$ cat config.mk
export PLATFORM = sky130hd
export DESIGN_NAME = thp_temp
export DESIGN_NICKNAME = d
export VERILOG_FILES = /design/src/rtl/thp_pkg.sv /design/src/rtl/thp_temp.sv
export SDC_FILE = /design/constraint.sdc
export NUM_CORES = 2
export LEC_CHECK = 0
export ABC_AREA = 1
export CORE_ASPECT_RATIO = 0.8
export CORE_MARGIN = 5
export CORE_UTILIZATION = 50
export CTS_BUF_LIST = sky130_fd_sc_hd__clkbuf_2
export DETAILED_ROUTE_END_ITERATION = 8
export DONT_BUFFER_PORTS = 1
export PLACE_DENSITY = 0.71
export SLEW_MARGIN = 20
export SYNTH_ARGS = -nofsm -noshare
export SYNTH_HDL_FRONTEND = slang
export SYNTH_SLANG_ARGS = --single-unit
$ cat constraint.sdc
create_clock -name clk -period 21.5 [get_ports clk]
set_input_delay 5.375 -clock clk [delete_from_list [all_inputs] [get_ports clk]]
set_output_delay 5.375 -clock clk [all_outputs]
set_load 0.005 [all_outputs]
$ cat src/rtl/thp_pkg.sv
// shared types, constants and helpers for the sensor compensation pipeline
// no dependencies; every rtl file refers to this package by scoped names
package thp_pkg;

	// configuration register indexes
	localparam int unsigned CFG_IDX_W = 3;
	localparam logic [CFG_IDX_W-1:0] CFG_TEMP    = 3'd0;
	localparam logic [CFG_IDX_W-1:0] CFG_PRESS_A = 3'd1;
	localparam logic [CFG_IDX_W-1:0] CFG_PRESS_B = 3'd2;
	localparam logic [CFG_IDX_W-1:0] CFG_PRESS_C = 3'd3;
	localparam logic [CFG_IDX_W-1:0] CFG_HUM     = 3'd4;
	localparam int unsigned CFG_DATA_W = 64;

	// pipeline depths
	localparam int unsigned TEMP_STAGES  = 3;
	localparam int unsigned FRONT_STAGES = 8;
	localparam int unsigned DIV_W        = 32;
	localparam int unsigned DIV_STAGES   = DIV_W;
	localparam int unsigned BACK_STAGES  = 3;

	// formula constants
	localparam logic [31:0] PRESS_MAX = 32'd262143;
	localparam logic [31:0] HUM_CLAMP = 32'd419430400;

	typedef struct packed {
		logic [19:0] raw_temperature;
		logic [19:0] raw_pressure;
		logic [15:0] raw_humidity;
	} raw_t;

	typedef struct packed {
		logic signed [15:0] temperature_x100;
		logic [17:0]        pressure_pa;
		logic               pressure_invalid;
		logic [16:0]        humidity_q22_10;
		logic [13:0]        humidity_x100;
	} res_t;

	// coefficients, zero or sign extended to 32 bits
	typedef struct packed {
		logic [31:0] t1, t2, t3;
		logic [31:0] p1, p2, p3, p4, p5, p6, p7, p8, p9;
		logic [31:0] h1, h2, h3, h4, h5, h6;
	} coef_t;

	typedef struct packed {
		logic [31:0] fine;
		logic [15:0] tout;
		logic [19:0] raw_pressure;
		logic [15:0] raw_humidity;
	} temp_t;

	// values that ride alongside the divider
	typedef struct packed {
		logic        post;
		logic        inv;
		logic [15:0] tout;
		logic [16:0] hq;
		logic [13:0] hx;
	} div_side_t;

	typedef struct packed {
		logic [DIV_W-1:0] dividend;
		logic [DIV_W-1:0] divisor;
		div_side_t        side;
	} div_in_t;

	typedef struct packed {
		logic [DIV_W-1:0] quot;
		div_side_t        side;
	} div_out_t;

	// 32-bit arithmetic right shift
	function automatic logic [31:0] asr32(input logic [31:0] x, input int unsigned n);
		asr32 = $signed(x) >>> n;
	endfunction

endpackage

$ cat src/rtl/thp_temp.sv
// temperature stages: fine temperature and saturated hundredths of a degree
// depends on thp_pkg
module thp_temp (
	input  logic           clk,
	input  logic           arst_n,
	input  thp_pkg::coef_t coef,
	input  logic           in_valid,
	output logic           in_stall,
	input  thp_pkg::raw_t  in_data,
	output logic           out_valid,
	input  logic           out_stall,
	output thp_pkg::temp_t out_data
);
	localparam int unsigned N = thp_pkg::TEMP_STAGES;

	logic [N-1:0] vld_q;
	logic [N-1:0] adv;

	// stage advance chain
	assign adv[N-1] = !vld_q[N-1] || !out_stall;
	for (genvar k = 0; k < N-1; k++) begin : g_adv
		assign adv[k] = !vld_q[k] || adv[k+1];
	end
	assign in_stall  = !adv[0];
	assign out_valid = vld_q[N-1];

	always_ff @(posedge clk or negedge arst_n) begin
		if (!arst_n) begin
			vld_q <= '0;
		end else begin
			if (adv[0]) vld_q[0] <= in_valid;
			for (int k = 1; k < N; k++) begin
				if (adv[k]) vld_q[k] <= vld_q[k-1];
			end
		end
	end

	logic [31:0] a_s1, dd_s1, fine_s2;
	logic [19:0] rawp_s1, rawp_s2;
	logic [15:0] rawh_s1, rawh_s2;
	logic [31:0] x1, d1, b2, t3;
	logic [15:0] tsat;

	// stage 1: linear and square terms
	always_comb begin
		x1 = {15'd0, in_data.raw_temperature[19:3]} - {coef.t1[30:0], 1'b0};
		d1 = {16'd0, in_data.raw_temperature[19:4]} - coef.t1;
	end

	always_ff @(posedge clk) begin
		if (adv[0]) begin
			a_s1    <= thp_pkg::asr32(x1 * coef.t2, 11);
			dd_s1   <= d1 * d1;
			rawp_s1 <= in_data.raw_pressure;
			rawh_s1 <= in_data.raw_humidity;
		end
	end

	// stage 2: fine temperature
	assign b2 = thp_pkg::asr32(thp_pkg::asr32(dd_s1, 12) * coef.t3, 14);

	always_ff @(posedge clk) begin
		if (adv[1]) begin
			fine_s2 <= a_s1 + b2;
			rawp_s2 <= rawp_s1;
			rawh_s2 <= rawh_s1;
		end
	end

	// stage 3: scale and saturate
	always_comb begin
		t3 = thp_pkg::asr32(fine_s2 * 32'd5 + 32'd128, 8);
		if ($signed(t3) < -32'sd32768) tsat = 16'h8000;
		else if ($signed(t3) > 32'sd32767) tsat = 16'h7fff;
		else tsat = t3[15:0];
	end

	always_ff @(posedge clk) begin
		if (adv[2]) begin
			out_data.fine         <= fine_s2;
			out_data.tout         <= tsat;
			out_data.raw_pressure <= rawp_s2;
			out_data.raw_humidity <= rawh_s2;
		end
	end

endmodule

==> results.txt <==
Cts repair resizes = 0
Hold WC Path Type = reg2reg
Share of cells above drive strength 1 = 0.0280
Die height = 302 µm
I/O pin count = 722
Pin count of the biggest net entering global routing = 78
Max-slew headroom = 0.279
Rows = 107
Synth area leader = fa_1
Top cells by area, synth = fa_1 42%, inv_1 12%, edfxtp_1 12%, ha_1 10%, nand2_1 9.3%
WS Path Type = in2reg
Hold_buf cts = 0
Tightest Pin Transition = 1.08 ns
Most common cell in the synthesized netlist = inv_1
Clk Latency, worst-skew pair = 0.90 ns
Critical path required time = 22.14 ns
Post-synth top flop = edfxtp_1
Crit-path max cell delay = 0.92 ns
Final HPWL DP = 114000 µm
Max-Cap Viols = 0
Worst-path fanout max = 21
Hold Fails Final Rpt = 0
Top-area cell type share of the netlist area = 0.425
TritonCTS clock tree = built
Area Overhead vs Synth = 3.21%
Critical path arrival = 15.31 ns
Slowest-stage cell, CP = inv_1
Crit share post-route = 0.683
Antenna violations before repair = 4
Setup tns final = 0 ns
Global-route wire length before repair = 228000 µm
Most used cell, CP = nand2_1
CTS clock-pin slew for the worst setup and hold paths = 0.11 ns
Final Setup Violations = 0
Num CTS Buffers = 51
Vias in the first global route = 42100
Placed inst area = 0.0545 mm²
Multi-input gate area = 0.0394 mm²
1st-iter DRT viols = 3109
Register area = 0.00635 mm²
Total track usage = 0.257
Post-synthesis cell count = 6278
DRT Pass-1 Iters = 8
#FFs+latches synth = 212
Post-synthesis cell area = 0.0533 mm²
CTS H-tree depth = 2
Initial core utilization = 0.502
DRT Wirelength = 142000 µm
Clock root cell = clkbuf_2
DRC = 0
Grt ovf = 0
Post-synthesis sequential area ratio = 0.119
Drt via density = 5.21
Buffers on Ports = 0
Max Root-Sink Buffers = 3
Commonest cells in the netlist = 1761 x inv_1, 1323 x nand2_1, 1130 x fa_1
Final worst path period need = 14.68 ns
Clock sink total = 212
RSZ-0062 raised after global routing = no
DIE WIDTH = 375 µm
Crit. End Element = flop
Synth unique cells = 47
# fillers = 9817
Number of synthesized flops with an enable pin = 209
GP Congestion = 0.943
Ys Warns = 0
Status = complete, no violations
Reg2reg setup slack = 12.65 ns
Max Clk Rate = 0.0681 GHz
Syn_nets = 8487
Hold WS = 0.409 ns
Post-route cell area = 0.0550 mm²
Async S/R FF share, synth = 0.0142
Post-CTS setup buffer count = 0
Max Slew Vio Count = 0
Syn Area/Cell = 8.49 µm²
Fin nets = 8355
Remaining antenna violation count after routing = 0
Die area = 0.113 mm²
Worst setup SP type = input pin
Core area = 0.106 mm²
Worst Skew = 0.0498 ns
Routed via count = 39600
WL/cell = 18.6 µm
through the flow:
| stage | setup WS [ns] | util | instances |
|---|---|---|---|
| after detailed placement | 6.09 | 0.513 | 7510 |
| after CTS | 7.13 | 0.518 | 7600 |
| after global routing | 6.44 | 0.518 | 7601 |
| after floorplan | 7.66 | - | 6278 |
| final | 6.82 | 0.518 | 7601 |
| after global placement | 6.19 | 0.513 | 7510 |
area by class of cell:
cell class              instances  share of cell area
well taps                    1417              0.0322
clock buffers                  72             0.00655
multi-input cells            4059               0.716
flip-flops and latches        212               0.116
clock inverters                18             0.00221
diodes                          1           0.0000455
inverters                    1775               0.121
repair buffers                 47             0.00642
flip-flops by register name, summed over array words and instances (netlist names):
signal	cells
out_data	74
fine_s2	22
a_s1	21
dd_s1	20
rawp_s1	20
rawp_s2	20
rawh_s1	16
rawh_s2	16
vld_q	3
per-layer routing:
layer | routed length (µm) | global-route usage | vias to the layer above
li1 | - | - | 17900
met1 | 56500 | 0.346 | 19400
met2 | 61500 | 0.400 | 2040
met3 | 19100 | 0.0849 | 272
met4 | 4590 | 0.0722 | 2
met5 | 13 | 0 | -
logic make-up after synthesis:
family                     count (synthesis)  synth area share
AOI/OAI and AO/OA                        269            0.0283
xor gates and xnor gates                 178            0.0297
adders and majority gates               1573             0.529
buffers and inverters                   2007             0.143
DFF                                      212             0.119
and+or+nand+nor                         2039             0.152
cell usage in the layout, fill, tap and decap left out, drive strengths merged, types with 72 or more instances in the layout:
cell and n:
a21oi 151, clkbuf 72, edfxtp 209, fa 1130, ha 443, inv 1770, nand2 1334, nand3 143
nor2 479, xor2 107
worst paths after layout:
kind	startpoint	endpoint	cells past startpoint
setup / recovery	in_data[40]	dd_s1[31]$_DFFE_PN_	42
max in group asynchronous	arst_n	vld_q[1]$_DFFE_PN0P_	0
hold reg to reg	rawh_s2[6]$_DFFE_PP_	out_data[6]$_DFFE_PP_	0
setup reg to reg	dd_s1[14]$_DFFE_PN_	fine_s2[20]$_DFFE_PP_	34
min in group asynchronous	arst_n	vld_q[2]$_DFFE_PN0P_	0
hold / removal	rawh_s2[6]$_DFFE_PP_	out_data[6]$_DFFE_PP_	0
critical path: cells and delay by family:
| kind | cells | cell delay, ns |
|---|---|---|
| adder cells (fa/ha/maj) | 11 | 4.89 |
| buffers and inverters | 9 | 1.45 |
| AND/OR/NAND/NOR | 19 | 2.61 |
| AO/OA/AOI/OAI | 3 | 0.94 |
Power is not shown: default switching activity piles up to over one toggle a cycle in this logic, so the estimate is an artifact.
