[src/rtl/thp_pkg.sv]
// shared types, constants and helpers for the sensor compensation pipeline
// no dependencies; every rtl file refers to this package by scoped names
package thp_pkg;

	// configuration register indexes
	localparam int unsigned CFG_IDX_W = 3;
	localparam logic [CFG_IDX_W-1:0] CFG_TEMP    = 3'd0;
	localparam logic [CFG_IDX_W-1:0] CFG_PRESS_A = 3'd1;
	localparam logic [CFG_IDX_W-1:0] CFG_PRESS_B = 3'd2;
	localparam logic [CFG_IDX_W-1:0] CFG_PRESS_C = 3'd3;
	localparam logic [CFG_IDX_W-1:0] CFG_HUM     = 3'd4;
	localparam int unsigned CFG_DATA_W = 64;

	// pipeline depths
	localparam int unsigned TEMP_STAGES  = 3;
	localparam int unsigned FRONT_STAGES = 8;
	localparam int unsigned DIV_W        = 32;
	localparam int unsigned DIV_STAGES   = DIV_W;
	localparam int unsigned BACK_STAGES  = 3;

	// formula constants
	localparam logic [31:0] PRESS_MAX = 32'd262143;
	localparam logic [31:0] HUM_CLAMP = 32'd419430400;

	typedef struct packed {
		logic [19:0] raw_temperature;
		logic [19:0] raw_pressure;
		logic [15:0] raw_humidity;
	} raw_t;

	typedef struct packed {
		logic signed [15:0] temperature_x100;
		logic [17:0]        pressure_pa;
		logic               pressure_invalid;
		logic [16:0]        humidity_q22_10;
		logic [13:0]        humidity_x100;
	} res_t;

	// coefficients, zero or sign extended to 32 bits
	typedef struct packed {
		logic [31:0] t1, t2, t3;
		logic [31:0] p1, p2, p3, p4, p5, p6, p7, p8, p9;
		logic [31:0] h1, h2, h3, h4, h5, h6;
	} coef_t;

	typedef struct packed {
		logic [31:0] fine;
		logic [15:0] tout;
		logic [19:0] raw_pressure;
		logic [15:0] raw_humidity;
	} temp_t;

	// values that ride alongside the divider
	typedef struct packed {
		logic        post;
		logic        inv;
		logic [15:0] tout;
		logic [16:0] hq;
		logic [13:0] hx;
	} div_side_t;

	typedef struct packed {
		logic [DIV_W-1:0] dividend;
		logic [DIV_W-1:0] divisor;
		div_side_t        side;
	} div_in_t;

	typedef struct packed {
		logic [DIV_W-1:0] quot;
		div_side_t        side;
	} div_out_t;

	// 32-bit arithmetic right shift
	function automatic logic [31:0] asr32(input logic [31:0] x, input int unsigned n);
		asr32 = $signed(x) >>> n;
	endfunction

endpackage

[src/rtl/thp_back.sv]
// pressure correction after the division, saturation and result register
// depends on thp_pkg
module thp_back (
	input  logic              clk,
	input  logic              arst_n,
	input  thp_pkg::coef_t    coef,
	input  logic              in_valid,
	output logic              in_stall,
	input  thp_pkg::div_out_t in_data,
	output logic              out_valid,
	input  logic              out_stall,
	output thp_pkg::res_t     out_data
);
	localparam int unsigned N = thp_pkg::BACK_STAGES;

	logic [N-1:0] vld_q;
	logic [N-1:0] adv;

	// stage advance chain
	assign adv[N-1] = !vld_q[N-1] || !out_stall;
	for (genvar k = 0; k < N-1; k++) begin : g_adv
		assign adv[k] = !vld_q[k] || adv[k+1];
	end
	assign in_stall  = !adv[0];
	assign out_valid = vld_q[N-1];

	always_ff @(posedge clk or negedge arst_n) begin
		if (!arst_n) begin
			vld_q <= '0;
		end else begin
			if (adv[0]) vld_q[0] <= in_valid;
			for (int k = 1; k < N; k++) begin
				if (adv[k]) vld_q[k] <= vld_q[k-1];
			end
		end
	end

	logic [31:0] p0, p3x, pf;
	logic [31:0] p_s1, c_s1, m8_s1, p_s2, a_s2, b_s2;
	thp_pkg::div_side_t side_s1, side_s2;

	// stage 1: undo the branch scaling, square term
	always_comb begin
		p0  = in_data.side.post ? {in_data.quot[30:0], 1'b0} : in_data.quot;
		p3x = {3'd0, p0[31:3]};
	end

	always_ff @(posedge clk) begin
		if (adv[0]) begin
			p_s1    <= p0;
			c_s1    <= p3x * p3x;
			m8_s1   <= {2'd0, p0[31:2]} * coef.p8;
			side_s1 <= in_data.side;
		end
	end

	// stage 2
	always_ff @(posedge clk) begin
		if (adv[1]) begin
			a_s2    <= thp_pkg::asr32(coef.p9 * {13'd0, c_s1[31:13]}, 12);
			b_s2    <= thp_pkg::asr32(m8_s1, 13);
			p_s2    <= p_s1;
			side_s2 <= side_s1;
		end
	end

	// stage 3: final pressure, invalid override
	assign pf = p_s2 + thp_pkg::asr32(a_s2 + b_s2 + coef.p7, 4);

	always_ff @(posedge clk) begin
		if (adv[2]) begin
			out_data.temperature_x100 <= side_s2.tout;
			out_data.pressure_invalid <= side_s2.inv;
			if (side_s2.inv) out_data.pressure_pa <= '0;
			else if (pf > thp_pkg::PRESS_MAX) out_data.pressure_pa <= thp_pkg::PRESS_MAX[17:0];
			else out_data.pressure_pa <= pf[17:0];
			out_data.humidity_q22_10 <= side_s2.hq;
			out_data.humidity_x100   <= side_s2.hx;
		end
	end

endmodule
[config.mk]
export PLATFORM = sky130hd
export DESIGN_NAME = thp_back
export DESIGN_NICKNAME = d
export VERILOG_FILES = /design/src/rtl/thp_pkg.sv /design/src/rtl/thp_back.sv
export SDC_FILE = /design/constraint.sdc
export NUM_CORES = 2
export LEC_CHECK = 0
export BUFFER_PORTS_ARGS = -buffer_cell sky130_fd_sc_hd__buf_2
export CORE_AREA = 5 5 351 353
export DETAILED_ROUTE_END_ITERATION = 8
export DIE_AREA = 0 0 356 358
export PLACE_DENSITY_LB_ADDON = 0.2
export SYNTH_ARGS = -nofsm -noshare
export SYNTH_HDL_FRONTEND = slang
export SYNTH_SLANG_ARGS = --single-unit
export TNS_END_PERCENT = 5
[constraint.sdc]
create_clock -name clk -period 9.56 [get_ports clk]
set_input_delay 1.912 -clock clk [delete_from_list [all_inputs] [get_ports clk]]
set_output_delay 1.912 -clock clk [all_outputs]
set_load 0.05 [all_outputs]
==> results.py <==
metrics = {
    "grt": {
        "groute.usage.overall_pct": 22.5,
        "antenna_found_initial": 10,
        "grt_pass1_vias": 39907,
        "grt_overflow": 0,
        "grt_pass1_wl_um": 222000,
        "grt_start_max_net_pins": 70,
    },
    "layout": {
        "drive_above_1_share_pct": 10.0,
        "instances_no_fill": 7310,
        "nFillCells": 11301,
        "area_delta_synth_final_pct": 9.63,
        "utilization_pct": 49.1,
        "final_nets": 7839,
    },
    "worst_setup_path": {
        "critical_path_class": "in -> reg",
        "slowest_delay_ps": 590,
        "critPathLaunchType": "primary input",
        "worstPathMaxFanout": 20,
        "cp.arrival_ps": 9450,
        "crit_path_end_kind": "flip-flop",
        "critical_path.slowest_cell": "fa_1",
        "critical_path_required_ps": 9910,
        "crit_top_cell": "fa_1",
    },
    "route": {
        "dr.pass1.iters": 5,
        "drc": 0,
        "wirelength_um": 140000,
        "first_iter_violations": 2230,
        "ant_nets": 0,
        "num_vias": 36906,
        "vias_per_cell": 5.05,
        "wl_per_cell_um": 19.1,
    },
    "place": {
        "port_buffers": 248,
        "place_hpwl_um": 115000,
        "place_inst": 7248,
        "gp_congestion": 0.909,
    },
    "floorplanning": {
        "start_util_pct": 44.8,
        "die_area_um2": 127000,
        "core_um2": 119000,
        "io_pins": 729,
        "die_w_um": 356,
        "die-height_um": 358,
        "fp-row-count": 127,
    },
    "logic_synthesis": {
        "synth_top_cells_by_count": "1281 x inv_1, 1125 x fa_1, 878 x nand2_1",
        "synth_edf_count": 303,
        "synthFlopType": "edfxtp_1",
        "synth_area_leaders": "fa_1 42%, edfxtp_1 17%, inv_1 9.0%",
        "synth_cell_types": 87,
        "synth_top_area_share_pct": 42.1,
        "yosysWarnings": 0,
        "syn_inst": 5403,
        "ys_seq_area_share_pct": 17.1,
        "syn-cell-area_um2": 53500,
        "ys_ff_latch": 306,
        "avgSynthCellArea_um2": 9.90,
        "synth_nets": 7573,
        "async_flop_share_pct": 0.980,
        "synth_top_area_cell": "fa_1",
        "yosys.cell_count.top_type": "inv_1",
    },
    "timing": {
        "maxSlewHeadroom_pct": 26.3,
        "skew_ps": 31.7,
        "period_share_pct": 95.2,
        "tightestPinTransition_ps": 1100,
        "setup_viol": 0,
        "slew_viol_final": 0,
        "final_hold_viol_count": 0,
        "rsz0062_at_grt": "no",
        "fmax_mhz": 110,
        "tns_ps": 0,
        "period_needed_ps": 9100,
    },
    "clock_network": {
        "cts_buffers": 31,
        "holdBufCountCts": 0,
        "cts_tree": "done",
        "cts-resized-gates": 0,
        "clockBufferDepth": 3,
        "cts_post_setup_buffers_inserted": 0,
        "cts_root_buf": "clkbuf_16",
        "clock_insertion_delay_worst_skew_ps": 630,
        "clk_pin_slew_ps": 60,
        "cts_max_level": 1,
        "clkSinkCount": 306,
    },
    "min_path": {
        "hold_class": "reg -> reg",
    },
    "job": {
        "max_cap_violations": 0,
    },
    "outcome": {
        "status": "finished clean",
    },
}
## cells by family (layout without fill, tap and decap cells)
group           count (synthesis)  count (layout)  synth area share (%)
other cells                     0               6                     0
flops                         306             306                  17.1
simple gates                 1481            1481                  12.2
compound gates                339             339                  4.50
fa+ha+maj                    1509            1509                  51.1
xor+xnor                      215             215                  3.59
buf+inv                      1520            1809                  10.8
mux                            33              33                 0.716
## worst max-delay path, delay by kind of cell
| kind | cells | cell delay [ps] |
|---|---|---|
| buf+inv | 11 | 1290 |
| mux | 1 | 300 |
| compound gates | 9 | 1950 |
| fa+ha+maj | 9 | 3810 |
| simple gates | 1 | 170 |
## layout make-up
cell class | count | area [µm²] | share of cell area (%)
sequential | 306 | 9170 | 15.6
timing repair buffer | 451 | 2950 | 5.03
multi-input combinational | 3577 | 38600 | 65.8
clock inverter | 19 | 221 | 0.378
clock buffer | 37 | 798 | 1.36
inverter | 1302 | 4890 | 8.33
tap | 1612 | 2020 | 3.44
antenna | 6 | 15.0 | 0.0256
## cell usage in the layout (no fill, tap or decap), types with 7 or more instances in the layout
cell       count
buf_12        15
edfxtp_1     303
fa_1        1125
o21bai_1      22
a21o_1        34
nand2_1      877
or3_1          7
inv_2         18
a31oi_1       16
buf_2        248
a211oi_1       9
xor2_1        52
nand2b_1      20
nand4_1       12
nand3_1       19
nor2_1       213
xnor2_1      161
inv_1       1280
o211ai_1       9
a31oi_2       10
o21a_1        29
o21ai_1        7
a21oi_1       88
nor3_1        37
clkinv_1      10
o21ai_0       46
buf_4        188
ha_1         384
mux2i_1       21
nor2b_1       10
and2_1       240
and3_1        16
clkbuf_16     31
## sequential cells by signal, summed over array words and instances (netlist names)
register and cells:
p_s2 32, c_s1 19, m8_s1 19, side_s2 48
p_s1 32, vld_q 3, out_data 66, a_s2 20
b_s2 19, side_s1 48
## per-layer routing
layer  track usage, %  wire (µm)  vias to the layer above
li1                 -          -                    16665
met3             2.99       8830                      213
met5                0         13                        -
met2             37.8      66300                     1107
met4             7.28       5090                        2
met1             30.5      59300                    18919
## path summary, 6_finish.rpt
check | from | to | slack [ps] | cells past startpoint
worst max-delay path | in_data[48] | m8_s1[29]$_DFFE_PN_ | 460 | 31
worst min register to register | side_s1[9]$_DFFE_PN_ | side_s2[9]$_DFFE_PP_ | 410 | 0
worst max register to register | a_s2[1]$_DFFE_PP_ | out_data[33]$_SDFFCE_PP0P_ | 1350 | 31
min in group asynchronous | arst_n | vld_q[0]$_DFFE_PN0N_ | 1090 | 1
max in group asynchronous | arst_n | vld_q[1]$_DFFE_PN0P_ | 8360 | 1
worst min-delay path | side_s1[9]$_DFFE_PN_ | side_s2[9]$_DFFE_PP_ | 410 | 0
## metrics by stage
stage | hold WS (ps) | setup slack (ps) | area, µm²
2_1_floorplan | 400 | 129 | 53500
3_3_place_gp | 400 | -120 | 57600
3_5_place_dp | 405 | -129 | 57600
4_1_cts | 414 | 487 | 58600
5_1_grt | 423 | 86.5 | 58600
6_report | 412 | 460 | 58700
Power is not shown: default switching activity piles up to over one toggle a cycle in this logic, so the estimate is an artifact.
